<file path="src/hdl/gndp_pkg.sv">
`timescale 1ns / 1ps
// Package for the greedy nearest-defect pairing block.
// Holds the sequencer state type, the result word type and fixed constants.
package gndp_pkg;

    // Width of the index fields on the result port
    localparam int OUT_W = 16;

    // Widest distance that still counts as a candidate (exclusive)
    localparam logic [29:0] DIST_LIMIT = 30'd1000000000;
    localparam int LIMIT_W = 30;

    typedef enum logic [2:0] {
        ST_LOAD,
        ST_NEXT_I,
        ST_GET_A,
        ST_SCAN,
        ST_PAIR,
        ST_FINISH
    } state_t;

    typedef struct packed {
        logic [OUT_W-1:0] first_index;
        logic [OUT_W-1:0] second_index;
        logic             pair_valid;
        logic             last_pair;
        logic             overflow;
    } result_t;

endpackage

</file>
<file path="src/hdl/greedy_nearest_defect_pairing.sv">
`timescale 1ns / 1ps
// Greedy nearest-defect pairing, top level: store, sequencer, output register.
// Uses gndp_pkg, gndp_store and gndp_ctrl.
//
// Usage: send defect indices one word per cycle on the input channel
// (in_valid/in_ready), the final one of a list with last_defect set.
// After the last word in_ready drops while the list is paired; pairs come out
// on the output channel (out_valid/out_ready) in the order they form, the
// final one with last_pair set. A list with no pair gives one word with
// pair_valid clear.
// Words beyond MAX_DEFECTS are dropped and overflow is set on every result.
// During pairing the sequencer steps past already matched defects; for each
// open defect i it scans the later defects in turn: the single distance
// unit compares one candidate per cycle from the one read port of the store.
// A closing step hands out the final result.
// A result waits in the output register while the receiver stalls; the
// sequencer stops only when it has a new word to hand over. Loading of the
// next list starts while the final result still waits. Reset empties the
// list and the output register; the store needs no clearing.
module greedy_nearest_defect_pairing #(
    parameter int MAX_DEFECTS = 64,
    parameter int INDEX_BITS  = 16
) (
    input  logic                          clk,
    input  logic                          rst_n,
    input  logic                          in_valid,
    output logic                          in_ready,
    input  logic [gndp_pkg::OUT_W-1:0]    defect_index,
    input  logic                          last_defect,
    output logic                          out_valid,
    input  logic                          out_ready,
    output logic [gndp_pkg::OUT_W-1:0]    first_index,
    output logic [gndp_pkg::OUT_W-1:0]    second_index,
    output logic                          pair_valid,
    output logic                          last_pair,
    output logic                          overflow
);

    import gndp_pkg::*;

    localparam int AW = $clog2(MAX_DEFECTS);
    localparam int CW = $clog2(MAX_DEFECTS + 1);

    logic                  wr_en;
    logic [AW-1:0]         wr_addr;
    logic [INDEX_BITS-1:0] wr_data;
    logic [AW-1:0]         rd_addr;
    logic [INDEX_BITS-1:0] rd_data;
    logic                  emit_valid;
    result_t               emit_word;
    logic                  out_free;

    logic                  out_valid_reg, out_valid_next;
    result_t               out_word_reg;

    gndp_store #(
        .DEPTH (MAX_DEFECTS),
        .IW    (INDEX_BITS),
        .AW    (AW)
    ) u_store (
        .clk     (clk),
        .wr_en   (wr_en),
        .wr_addr (wr_addr),
        .wr_data (wr_data),
        .rd_addr (rd_addr),
        .rd_data (rd_data)
    );

    gndp_ctrl #(
        .MAX_DEFECTS (MAX_DEFECTS),
        .IW          (INDEX_BITS),
        .AW          (AW),
        .CW          (CW)
    ) u_ctrl (
        .clk          (clk),
        .rst_n        (rst_n),
        .in_valid     (in_valid),
        .in_ready     (in_ready),
        .defect_index (defect_index),
        .last_defect  (last_defect),
        .out_free     (out_free),
        .emit_valid   (emit_valid),
        .emit_word    (emit_word),
        .wr_en        (wr_en),
        .wr_addr      (wr_addr),
        .wr_data      (wr_data),
        .rd_addr      (rd_addr),
        .rd_data      (rd_data)
    );

    // Output register is free when empty or being taken this cycle
    assign out_free = !out_valid_reg || out_ready;

    always_comb
    begin
        if (emit_valid)
        begin
            out_valid_next = 1'b1;
        end
        else
        begin
            out_valid_next = out_valid_reg && !out_ready;
        end
    end

    always_ff @(posedge clk or negedge rst_n)
    begin
        if (!rst_n)
        begin
            out_valid_reg <= 1'b0;
        end
        else
        begin
            out_valid_reg <= out_valid_next;
        end
    end

    // Load a new result word
    always_ff @(posedge clk)
    begin
        if (emit_valid)
        begin
            out_word_reg <= emit_word;
        end
    end

    assign out_valid    = out_valid_reg;
    assign first_index  = out_word_reg.first_index;
    assign second_index = out_word_reg.second_index;
    assign pair_valid   = out_word_reg.pair_valid;
    assign last_pair    = out_word_reg.last_pair;
    assign overflow     = out_word_reg.overflow;

endmodule

</file>
<file path="src/hdl/gndp_store.sv">
`timescale 1ns / 1ps
// Defect index store: one write port and one read port with registered data.
// Depends on nothing outside this file.
module gndp_store #(
    parameter int DEPTH = 64,
    parameter int IW    = 16,
    parameter int AW    = 6
) (
    input  logic          clk,
    input  logic          wr_en,
    input  logic [AW-1:0] wr_addr,
    input  logic [IW-1:0] wr_data,
    input  logic [AW-1:0] rd_addr,
    output logic [IW-1:0] rd_data
);

    logic [IW-1:0] mem [DEPTH];
    logic [IW-1:0] rd_data_reg;

    // Write one entry while loading
    always_ff @(posedge clk)
    begin
        if (wr_en)
        begin
            mem[wr_addr] <= wr_data;
        end
    end

    // Read every cycle, data is registered and shows up in the next cycle
    always_ff @(posedge clk)
    begin
        rd_data_reg <= mem[rd_addr];
    end

    assign rd_data = rd_data_reg;

endmodule

</file>
<file path="src/hdl/gndp_cmp.sv">
`timescale 1ns / 1ps
// Shared distance unit: absolute difference of two indices and a compare
// against the best distance so far. Depends on nothing outside this file.
module gndp_cmp #(
    parameter int IW = 16,
    parameter int DW = 30
) (
    input  logic [IW-1:0] a,
    input  logic [IW-1:0] b,
    input  logic [DW-1:0] best,
    output logic [DW-1:0] gap,
    output logic          better
);

    logic [IW-1:0] diff;

    // Subtract the smaller from the larger
    assign diff   = (a >= b) ? (a - b) : (b - a);
    assign gap    = DW'(diff);
    // Strict compare, so an earlier candidate keeps a tie
    assign better = (gap < best);

endmodule

</file>
<file path="src/hdl/gndp_ctrl.sv">
`timescale 1ns / 1ps
// Load and pairing sequencer: collects defects, scans for nearest partners
// with the shared distance unit, and hands out result words. Uses gndp_pkg.
module gndp_ctrl #(
    parameter int MAX_DEFECTS = 64,
    parameter int IW          = 16,
    parameter int AW          = 6,
    parameter int CW          = 7
) (
    input  logic                            clk,
    input  logic                            rst_n,
    input  logic                            in_valid,
    output logic                            in_ready,
    input  logic [gndp_pkg::OUT_W-1:0]      defect_index,
    input  logic                            last_defect,
    input  logic                            out_free,
    output logic                            emit_valid,
    output gndp_pkg::result_t               emit_word,
    output logic                            wr_en,
    output logic [AW-1:0]                   wr_addr,
    output logic [IW-1:0]                   wr_data,
    output logic [AW-1:0]                   rd_addr,
    input  logic [IW-1:0]                   rd_data
);

    import gndp_pkg::*;

    localparam int DW = (IW > LIMIT_W) ? IW : LIMIT_W;
    localparam logic [CW-1:0] MAX_CNT = CW'(MAX_DEFECTS);

    state_t                 state_reg, state_next;
    logic [CW-1:0]          count_reg, count_next;
    logic                   ovf_reg, ovf_next;
    logic [MAX_DEFECTS-1:0] matched_reg, matched_next;
    logic                   pend_valid_reg, pend_valid_next;
    logic [CW-1:0]          i_reg, i_next;
    logic [CW-1:0]          j_reg, j_next;
    logic                   cmp_valid_reg, cmp_valid_next;
    logic                   found_reg, found_next;

    logic [AW-1:0]          cmp_j_reg, cmp_j_next;
    logic [AW-1:0]          best_j_reg, best_j_next;
    logic [DW-1:0]          best_dist_reg, best_dist_next;
    logic [IW-1:0]          best_val_reg, best_val_next;
    logic [IW-1:0]          a_reg, a_next;
    logic [IW-1:0]          pend_first_reg, pend_first_next;
    logic [IW-1:0]          pend_second_reg, pend_second_next;

    logic [DW-1:0]          gap;
    logic                   better;
    logic [IW+OUT_W-1:0]    idx_ext;

    // Fit a stored index onto the result field width
    function automatic logic [OUT_W-1:0] to_out(input logic [IW-1:0] v);
        logic [OUT_W+IW-1:0] ext;
        ext = {{OUT_W{1'b0}}, v};
        return ext[OUT_W-1:0];
    endfunction

    // Keep only the low index bits of an incoming defect
    assign idx_ext = {{IW{1'b0}}, defect_index};

    gndp_cmp #(
        .IW (IW),
        .DW (DW)
    ) u_cmp (
        .a      (a_reg),
        .b      (rd_data),
        .best   (best_dist_reg),
        .gap    (gap),
        .better (better)
    );

    // Next state and outputs
    always_comb
    begin
        state_next       = state_reg;
        count_next       = count_reg;
        ovf_next         = ovf_reg;
        matched_next     = matched_reg;
        pend_valid_next  = pend_valid_reg;
        i_next           = i_reg;
        j_next           = j_reg;
        cmp_valid_next   = cmp_valid_reg;
        found_next       = found_reg;
        cmp_j_next       = cmp_j_reg;
        best_j_next      = best_j_reg;
        best_dist_next   = best_dist_reg;
        best_val_next    = best_val_reg;
        a_next           = a_reg;
        pend_first_next  = pend_first_reg;
        pend_second_next = pend_second_reg;

        in_ready   = 1'b0;
        wr_en      = 1'b0;
        wr_addr    = count_reg[AW-1:0];
        wr_data    = idx_ext[IW-1:0];
        rd_addr    = j_reg[AW-1:0];
        emit_valid = 1'b0;
        emit_word  = '0;

        case (state_reg)
            ST_LOAD:
            begin
                // Store the word, or drop it once the store is full
                in_ready = 1'b1;
                if (in_valid)
                begin
                    if (count_reg != MAX_CNT)
                    begin
                        wr_en      = 1'b1;
                        count_next = count_reg + CW'(1);
                    end
                    else
                    begin
                        ovf_next = 1'b1;
                    end
                    if (last_defect)
                    begin
                        i_next     = '0;
                        state_next = ST_NEXT_I;
                    end
                end
            end

            ST_NEXT_I:
            begin
                // Skip matched defects, fetch the next open one
                rd_addr = i_reg[AW-1:0];
                if (i_reg >= count_reg)
                begin
                    state_next = ST_FINISH;
                end
                else if (matched_reg[i_reg[AW-1:0]])
                begin
                    i_next = i_reg + CW'(1);
                end
                else
                begin
                    state_next = ST_GET_A;
                end
            end

            ST_GET_A:
            begin
                // Latch the reference index and start the scan
                a_next         = rd_data;
                j_next         = i_reg + CW'(1);
                best_dist_next = DW'(DIST_LIMIT);
                found_next     = 1'b0;
                cmp_valid_next = 1'b0;
                state_next     = ST_SCAN;
            end

            ST_SCAN:
            begin
                // Compare the candidate read last cycle
                if (cmp_valid_reg && better)
                begin
                    best_dist_next = gap;
                    best_j_next    = cmp_j_reg;
                    best_val_next  = rd_data;
                    found_next     = 1'b1;
                end
                // Issue the next candidate read
                if (j_reg < count_reg)
                begin
                    cmp_valid_next = !matched_reg[j_reg[AW-1:0]];
                    cmp_j_next     = j_reg[AW-1:0];
                    j_next         = j_reg + CW'(1);
                end
                else
                begin
                    cmp_valid_next = 1'b0;
                    if (!cmp_valid_reg)
                    begin
                        state_next = ST_PAIR;
                    end
                end
            end

            ST_PAIR:
            begin
                // Hold one pair back so the final one can carry the last mark
                if (!found_reg)
                begin
                    i_next     = i_reg + CW'(1);
                    state_next = ST_NEXT_I;
                end
                else if (!pend_valid_reg || out_free)
                begin
                    if (pend_valid_reg)
                    begin
                        emit_valid             = 1'b1;
                        emit_word.first_index  = to_out(pend_first_reg);
                        emit_word.second_index = to_out(pend_second_reg);
                        emit_word.pair_valid   = 1'b1;
                        emit_word.last_pair    = 1'b0;
                        emit_word.overflow     = ovf_reg;
                    end
                    pend_valid_next                 = 1'b1;
                    pend_first_next                 = a_reg;
                    pend_second_next                = best_val_reg;
                    matched_next[i_reg[AW-1:0]]     = 1'b1;
                    matched_next[best_j_reg]        = 1'b1;
                    i_next                          = i_reg + CW'(1);
                    state_next                      = ST_NEXT_I;
                end
            end

            ST_FINISH:
            begin
                // Send the held pair marked last, or the empty result
                if (out_free)
                begin
                    emit_valid          = 1'b1;
                    emit_word.last_pair = 1'b1;
                    emit_word.overflow  = ovf_reg;
                    if (pend_valid_reg)
                    begin
                        emit_word.first_index  = to_out(pend_first_reg);
                        emit_word.second_index = to_out(pend_second_reg);
                        emit_word.pair_valid   = 1'b1;
                    end
                    count_next      = '0;
                    ovf_next        = 1'b0;
                    matched_next    = '0;
                    pend_valid_next = 1'b0;
                    state_next      = ST_LOAD;
                end
            end

            default:
            begin
                state_next = ST_LOAD;
            end
        endcase
    end

    // Control state
    always_ff @(posedge clk or negedge rst_n)
    begin
        if (!rst_n)
        begin
            state_reg      <= ST_LOAD;
            count_reg      <= '0;
            ovf_reg        <= 1'b0;
            matched_reg    <= '0;
            pend_valid_reg <= 1'b0;
            i_reg          <= '0;
            j_reg          <= '0;
            cmp_valid_reg  <= 1'b0;
            found_reg      <= 1'b0;
        end
        else
        begin
            state_reg      <= state_next;
            count_reg      <= count_next;
            ovf_reg        <= ovf_next;
            matched_reg    <= matched_next;
            pend_valid_reg <= pend_valid_next;
            i_reg          <= i_next;
            j_reg          <= j_next;
            cmp_valid_reg  <= cmp_valid_next;
            found_reg      <= found_next;
        end
    end

    // Datapath registers
    always_ff @(posedge clk)
    begin
        cmp_j_reg       <= cmp_j_next;
        best_j_reg      <= best_j_next;
        best_dist_reg   <= best_dist_next;
        best_val_reg    <= best_val_next;
        a_reg           <= a_next;
        pend_first_reg  <= pend_first_next;
        pend_second_reg <= pend_second_next;
    end

endmodule

</file>
<file path="config.mk">
export PLATFORM = sky130hd
export DESIGN_NAME = greedy_nearest_defect_pairing
export DESIGN_NICKNAME = d
export VERILOG_FILES = /design/src/hdl/gndp_pkg.sv /design/src/hdl/greedy_nearest_defect_pairing.sv /design/src/hdl/gndp_store.sv /design/src/hdl/gndp_cmp.sv /design/src/hdl/gndp_ctrl.sv
export SDC_FILE = /design/constraint.sdc
export NUM_CORES = 2
export LEC_CHECK = 0
export BUFFER_PORTS_ARGS = -buffer_cell sky130_fd_sc_hd__clkbuf_2
export CAP_MARGIN = 15
export CORE_ASPECT_RATIO = 1.5
export CORE_UTILIZATION = 57
export DETAILED_ROUTE_END_ITERATION = 8
export PLACE_DENSITY = 0.73
export SYNTH_ARGS = -nofsm -noshare
export SYNTH_HDL_FRONTEND = slang
export SYNTH_HIERARCHICAL = 1
export SYNTH_SLANG_ARGS = --single-unit
export TNS_END_PERCENT = 10
</file>
<file path="constraint.sdc">
create_clock -name clk -period 6.2 [get_ports clk]
set_input_delay 0.31 -clock clk [delete_from_list [all_inputs] [get_ports clk]]
set_output_delay 0.31 -clock clk [all_outputs]
set_load 0.01 [all_outputs]
</file>
After elaboration in Yosys (flattened, before gate mapping)
Memories as Yosys holds them, arrays and structs flattened. A register that Yosys moved wholly into a read port is not among the register bits.
Cells that the tools add are included.
{"block": "op_classes", "n_addsub": 5, "order_cmp": 9, "eq_ne": 21, "muxes": 68, "n_bitwise": 2, "n_reduce_logical": 25}
{"operator": "2-to-1 mux 64 bit", "n": 3}
{"operator": "2-to-1 mux 35 bit", "n": 4}
{"operator": "OR 64 bit", "n": 2}
{"operator": "one-hot mux 64 bit (2 select lines)", "n": 1}
{"operator": "2-to-1 mux 7 bit", "n": 10}
{"operator": "one-hot mux 35 bit (2 select lines)", "n": 1}
{"operator": "one-hot mux 30 bit (2 select lines)", "n": 1}
{"operator": "2-to-1 mux 33 bit", "n": 1}
{"operator": "subtractor 16 bit", "n": 2}
{"operator": "< comparator 16 x 30 -> 1 bit", "n": 1}
{"operator": "2-to-1 mux 30 bit", "n": 1}
{"operator": "one-hot mux 7 bit (2 select lines)", "n": 2}
{"operator": "2-to-1 mux 3 bit", "n": 9}
{"operator": "2-to-1 mux 1 bit", "n": 22}
{"operator": "adder 7 x 1 -> 7 bit (second input constant)", "n": 3}
{"operator": "< comparator 6 x 7 -> 1 bit (second input constant)", "n": 3}
{"operator": "one-hot mux 7 bit (3 select lines)", "n": 1}
{"operator": "one-hot mux 3 bit (6 select lines)", "n": 1}
{"operator": ">= comparator 16 bit", "n": 1}
{"operator": "2-to-1 mux 16 bit", "n": 1}
{"operator": "inequality test 2 x 1 -> 1 bit (second input constant)", "n": 7}
{"operator": "binary-select mux 1 bit (select 6 bit)", "n": 2}
{"operator": "demux 1 bit (select 6 bit)", "n": 2}
{"operator": ">= comparator 6 x 1 -> 1 bit (second input constant)", "n": 2}
{"operator": "other kinds (22)", "n": 47}
{"block": "totals", "register_bits": 234, "ram_bits": 1024, "wordCells": 153, "memories": 1}
{"memory": "u_store.mem", "words": 64, "width": 16, "rd": 1, "rd_clocked_by_memory_dff": 1, "write_ports": 1, "line_no": "gndp_store.sv:17", "text": "logic [IW-1:0] mem [DEPTH];"}

Logic depth before layout (Yosys ltp)
{"block": "depth", "depth_word": 9, "mapped_depth": 23, "mapped_depth_nobuf": 21}

Cells and area by module
The synthesis kept the hierarchy.
{"mod": "gndp_store", "n_inst": 1, "cells_per_inst": 1829, "area_each_um2": 40042.2}
{"mod": "gndp_ctrl", "n_inst": 1, "cells_per_inst": 855, "area_each_um2": 9918.3}
{"mod": "gndp_cmp", "n_inst": 1, "cells_per_inst": 283, "area_each_um2": 2037.0}
{"mod": "greedy_nearest_defect_pairing", "n_inst": 1, "cells_per_inst": 38, "area_each_um2": 1098.6}

Worst setup path before layout
OpenSTA, ideal clock, no wires.
{"block": "synth_path", "path_type": "reg-to-reg", "start": "register u_ctrl.a_reg[0]", "end": "register u_ctrl.best_dist_reg[0], enable pin", "setup_time_ns": 0.373, "arrival_time_ns": 4.676, "setup_slack_ns": 1.151, "path_stages_with_launch": 23, "path_buffers": 2, "period_less_slack_ns": 5.049, "path_cell_list": "edfxtp_1 -> inv_1 -> ha_1 -> inv_1 -> fa_1 -> a21o_1 -> a21oi_2 -> o221a_4 -> a21oi_2 -> nor2b_1 -> buf_6 -> buf_6 -> mux2_1 -> ha_1 -> a21boi_1 -> o21a_1 -> o21ai_0 -> nand2b_1 -> a21oi_1 -> nor4_1 -> o2111ai_1 -> and3_1 -> or2_2"}
{"block": "synth_via", "elab_chain_cells": 6, "elab_cells_between_ends": 8}
{"element": "start: declaration", "line_no": "gndp_ctrl.sv:45", "text": "logic [IW-1:0] a_reg, a_next;"}
{"element": "start signal: assignment", "line_no": "gndp_ctrl.sv:276", "text": "a_reg <= a_next;"}
{"element": "subtractor 16 bit / >= comparator 16 bit (equally long branches)", "line_no": "gndp_cmp.sv:18", "text": "assign diff = (a >= b) ? (a - b) : (b - a);"}
{"element": "2-to-1 mux 16 bit *", "line_no": "gndp_cmp.sv:18"}
{"element": "via u_ctrl.gap[1]", "line_no": "gndp_ctrl.sv:49", "text": "logic [DW-1:0] gap;"}
{"element": "< comparator 16 x 30 -> 1 bit *", "line_no": "gndp_cmp.sv:21", "text": "assign better = (gap < best);"}
{"element": "via u_ctrl.better", "line_no": "gndp_ctrl.sv:50", "text": "logic better;"}
{"element": "logical AND 1 bit *", "line_no": "gndp_ctrl.sv:158", "text": "if (cmp_valid_reg && better)"}
{"element": "inequality test 2 x 1 -> 1 bit (no source line) *"}
{"element": "AND reduction 2 bit (no source line) *"}
{"element": "end signal: assignment", "line_no": "gndp_ctrl.sv:274", "text": "best_dist_reg <= best_dist_next;"}
{"element": "end: declaration", "line_no": "gndp_ctrl.sv:43", "text": "logic [DW-1:0] best_dist_reg, best_dist_next;"}
Mark *: on every way through the listed nets, which the timed path passes. The rest lies on a longest branch.
A chain may end at the register's enable or synchronous reset.

Worst setup path after layout
{"block": "layout_path", "start": "register u_ctrl.a_reg[0]", "end": "register u_ctrl.best_dist_reg[19], enable pin"}
Same word-level chain as after synthesis.

==> summary.md <==
| Metric | Value |
|---|---|
| Outcome | `finished, final reports clean` |
| Synthesized area per cell | `17.7 um2` |
| P per Cell Area | `464 nW/um2` |
| Die Span Y | `376 um` |
| Port Buffers | `57` |
| Initial antenna violation count | `4` |
| Initial DRT Pass Iterations | `7` |
| Slew headroom | `0.211` |
| Async set-reset flop share out of synthesis | `0.0730` |
| # clock sinks | `1274` |
| Synth Area in Simple Gates | `0.0512` |
| Fill cells | `6213` |
| Total gr overflow | `0` |
| CTS tree | `done` |
| Largest net degree at the start of global routing | `91` |
| Antenna Cells | `0` |
| Lkg Pwr | `19.9 nW` |
| Compound-Gate Fraction of Synth Area | `0.0561` |
| Critical path required time | `6530 ps` |
| Tot Pwr | `0.0271 W` |
| Via total after detailed routing | `28.3k` |
| Worst-path clk slew | `70 ps` |
| Initial drt markers | `3013` |
| Global-route wire length before repair | `183 mm` |
| Placer Congestion | `0.914` |
| Initial Util | `0.578` |
| Reg area | `37600 um2` |
| Crit share post-route | `0.818` |
| ANT nets after route | `0` |
| Largest stage delay, worst path | `580 ps` |
| Critical Path, Cell by Cell | `inv_1 -> ha_1 -> inv_1 -> fa_1 -> a21o_1 -> a21oi_2 -> o221a_4 -> a21oi_2 -> nor2b_1 -> buf_4 -> mux2i_1 -> xor2_1 -> ha_1 -> a21oi_1 -> nor2b_1 -> o21ai_0 -> nand2b_1 -> a211oi_1 -> o21ai_0 -> o2111ai_1 -> and3_1 -> or2_2` |
| Die width | `251 um` |
| Hpwl dp | `76.5 mm` |
| Final Hold Fails | `0` |
| Final WL | `123 mm` |
| Drc violations | `0` |
| Hold crit path type | `in -> async` |
| Synthesized area | `53100 um2` |
| Syn-to-layout area delta | `9.91%` |
| Synth cell types | `91` |
| Crit Path Max Fanout | `30` |
| # IOs | `58` |
| DP Area | `54600 um2` |
| Final core utilization | `0.635` |
| Layout cells sized above 1 | `0.212` |
| Fin nets | `3189` |
| Core area | `91900 um2` |
| Crit end category | `register` |
| Synth Flop Type | `edfxtp_1` |
| Main combinational cell family by area after synthesis | `multiplexers` |
| MaxCap Viol Count | `0` |
| Area of the multi-input gates | `13900 um2` |
| Std cell rows | `136` |
| Critical Path Start Type | `register` |
| Seq/Total Area, Yosys | `0.709` |
| Die area | `94400 um2` |
| Synth warnings | `6` |
| Post-layout minimum cycle time | `5070 ps` |
| Worst-Skew Late Latency | `710 ps` |
| Vias per inst | `6.47` |
| Design area | `58400 um2` |
| Worst Setup Path Type | `reg -> reg` |
| Total GRT Usage | `0.265` |
| Root Driver | `clkbuf_16` |
| Post-Route Skew | `18.9 ps` |
| Avg WL per Cell | `28.1 um` |
| Final Slew Violations | `0` |
| CTS Buf Count | `112` |
| H-tree Lvls | `3` |
| Clock buffer depth | `3` |
| EDFF count, synth | `1165` |
| Post-CTS Resized | `0` |
| Xor/xnor share of the synthesized area | `0.00379` |
| Vias in the first global route | `29.0k` |
| Seq cells post-synth | `1274` |
| Largest register FFs | `1024` |
| Slowest-stage cell, CP | `or2_2` |
| Final setup viols | `0` |
| Fmax | `197 MHz` |
| Final TNS setup | `0 ps` |
| Maximum vdd drop | `0.000288 V` |
| CP arrival | `5410 ps` |
| Post-Synth Adder-Cell Area | `0.0156` |
| RSZ-0062 raised after global routing | `false` |
| Post-Synthesis Cells | `3005` |
| Worst-Margin Slew | `1180 ps` |
| Mux share of post-synthesis cell area | `0.134` |
==> cell usage after synthesis, types with 9 or more instances <==
cell	n	area share
nor2_1	155	0.011
a311oi_1	9	0.0015
buf_2	55	0.0052
nor3_1	11	0.0010
dfrtp_1	93	0.044
buf_6	22	0.0047
a22oi_1	45	0.0064
ha_1	63	0.015
buf_1	10	0.00071
nand4_1	19	0.0022
a31oi_1	15	0.0018
mux4_2	241	0.10
xor2_1	10	0.0016
a221oi_1	22	0.0036
mux2i_1	107	0.020
o21ai_0	32	0.0030
o22ai_1	66	0.0078
dfxtp_1	16	0.0060
a21o_1	17	0.0024
a21oi_1	104	0.0098
a22o_1	34	0.0056
and3_1	31	0.0037
mux2_2	35	0.0074
edfxtp_1	1165	0.66
clkbuf_1	58	0.0041
a211oi_1	15	0.0021
nand2b_1	24	0.0028
a221o_1	9	0.0017
buf_4	56	0.0079
nand3_1	48	0.0045
a211o_1	15	0.0025
nand3b_1	10	0.0014
inv_1	69	0.0049
xnor2_1	13	0.0021
and2_1	39	0.0046
nand2_1	108	0.0076
nor2b_1	42	0.0049
==> cell usage in the layout (no fill, tap or decap), types with 19 or more instances in the layout <==
| cell type | Yosys | final |
|---|---|---|
| edfxtp_1 | 1165 | 1165 |
| mux4_2 | 241 | 241 |
| nor2_1 | 155 | 152 |
| buf_4 | 56 | 119 |
| clkbuf_16 | 0 | 114 |
| nand2_1 | 108 | 108 |
| mux2i_1 | 107 | 107 |
| a21oi_1 | 104 | 104 |
| dfrtp_1 | 93 | 93 |
| inv_1 | 69 | 69 |
| o22ai_1 | 66 | 66 |
| ha_1 | 63 | 63 |
| clkbuf_2 | 3 | 56 |
| nand3_1 | 48 | 48 |
| a22oi_1 | 45 | 45 |
| nor2b_1 | 42 | 42 |
| and2_1 | 39 | 39 |
| a22o_1 | 34 | 34 |
| mux2_2 | 35 | 33 |
| and3_1 | 31 | 31 |
| o21ai_0 | 32 | 31 |
| nand2b_1 | 24 | 24 |
| a221oi_1 | 22 | 22 |
| clkinv_1 | 2 | 20 |
| nand4_1 | 19 | 19 |
==> per-layer routing <==
layer | up-vias | global-route usage | share of wire | routed length (um)
li1 | 12100 | - | - | -
met3 | 309 | 0.0368 | 0.072 | 8870
met5 | - | 0 | 0.000090 | 11
met4 | 2 | 0.155 | 0.060 | 7410
met1 | 14400 | 0.321 | 0.35 | 43400
met2 | 1408 | 0.454 | 0.51 | 63200
==> worst paths after layout <==
kind                                startpoint  depth (start not counted)                       end  slack (ps)
max                            u_ctrl/a_reg[0]                         22  u_ctrl/best_dist_reg[19]        1130
min                                      rst_n                          2    u_ctrl/matched_reg[51]          80
max reg2reg                    u_ctrl/a_reg[0]                         22  u_ctrl/best_dist_reg[19]        1130
min reg2reg                u_ctrl/cmp_j_reg[5]                          0      u_ctrl/best_j_reg[5]         420
max in group asynchronous                rst_n                          3          u_ctrl/found_reg        4940
min in group clk                      in_valid                          4       u_ctrl/count_reg[0]         240
==> stage by stage <==
stage               hold slack (ps)  setup slack [ps]  instances
floorplan                      14.4              1150       3018
global placement                272              1290       4160
detailed placement              280              1190       4160
CTS                            70.5              1180       4374
global route                   95.2               749       4374
finish                         76.2              1130       4374
==> report_power, final <==
part           switching, W  internal, W  total, W  leakage (nW)
sequential         0.000311      0.00985    0.0102          11.9
combinational       0.00583      0.00417   0.00999          6.21
clock               0.00309      0.00386   0.00695          1.79
total               0.00923       0.0179    0.0271          19.9
==> repair_timing <==
| action | CTS | global route |
|---|---|---|
| buffers inserted | 0 | 0 |
| hold buffers | 2 | 0 |
| endpoints found under the hold margin | 33 | 0 |
==> worst max-delay path: cells and delay by family, from the launching register on <==
kind / cells / cell delay (ps)
xor gates and xnor gates: 1 / 220
adders and majority gates: 3 / 820
DFF: 1 / 420
muxes: 1 / 270
AOI/OAI and AO/OA: 9 / 1490
and+or+nand+nor: 5 / 1030
buffers and inverters: 3 / 420
==> final cells by class <==
cell class,count,area share
Clock inverter,69,0.0110
Sequential cell,1274,0.645
Inverter,72,0.00463
Clock buffer,143,0.0526
Tap cell,1173,0.0251
Multi-Input combinational cell,1459,0.239
Timing Repair Buffer,184,0.0229
==> kinds of logic (layout without fill, tap and decap cells) <==
group,Yosys count,count (layout)
DFF,1274,1274
and+or+nand+nor,532,532
AOI/OAI and AO/OA,431,431
muxes,394,394
buffers and inverters,285,468
adders and majority gates,65,65
xor gates and xnor gates,23,23
other,1,14
Power figures use the tool's default switching activity.
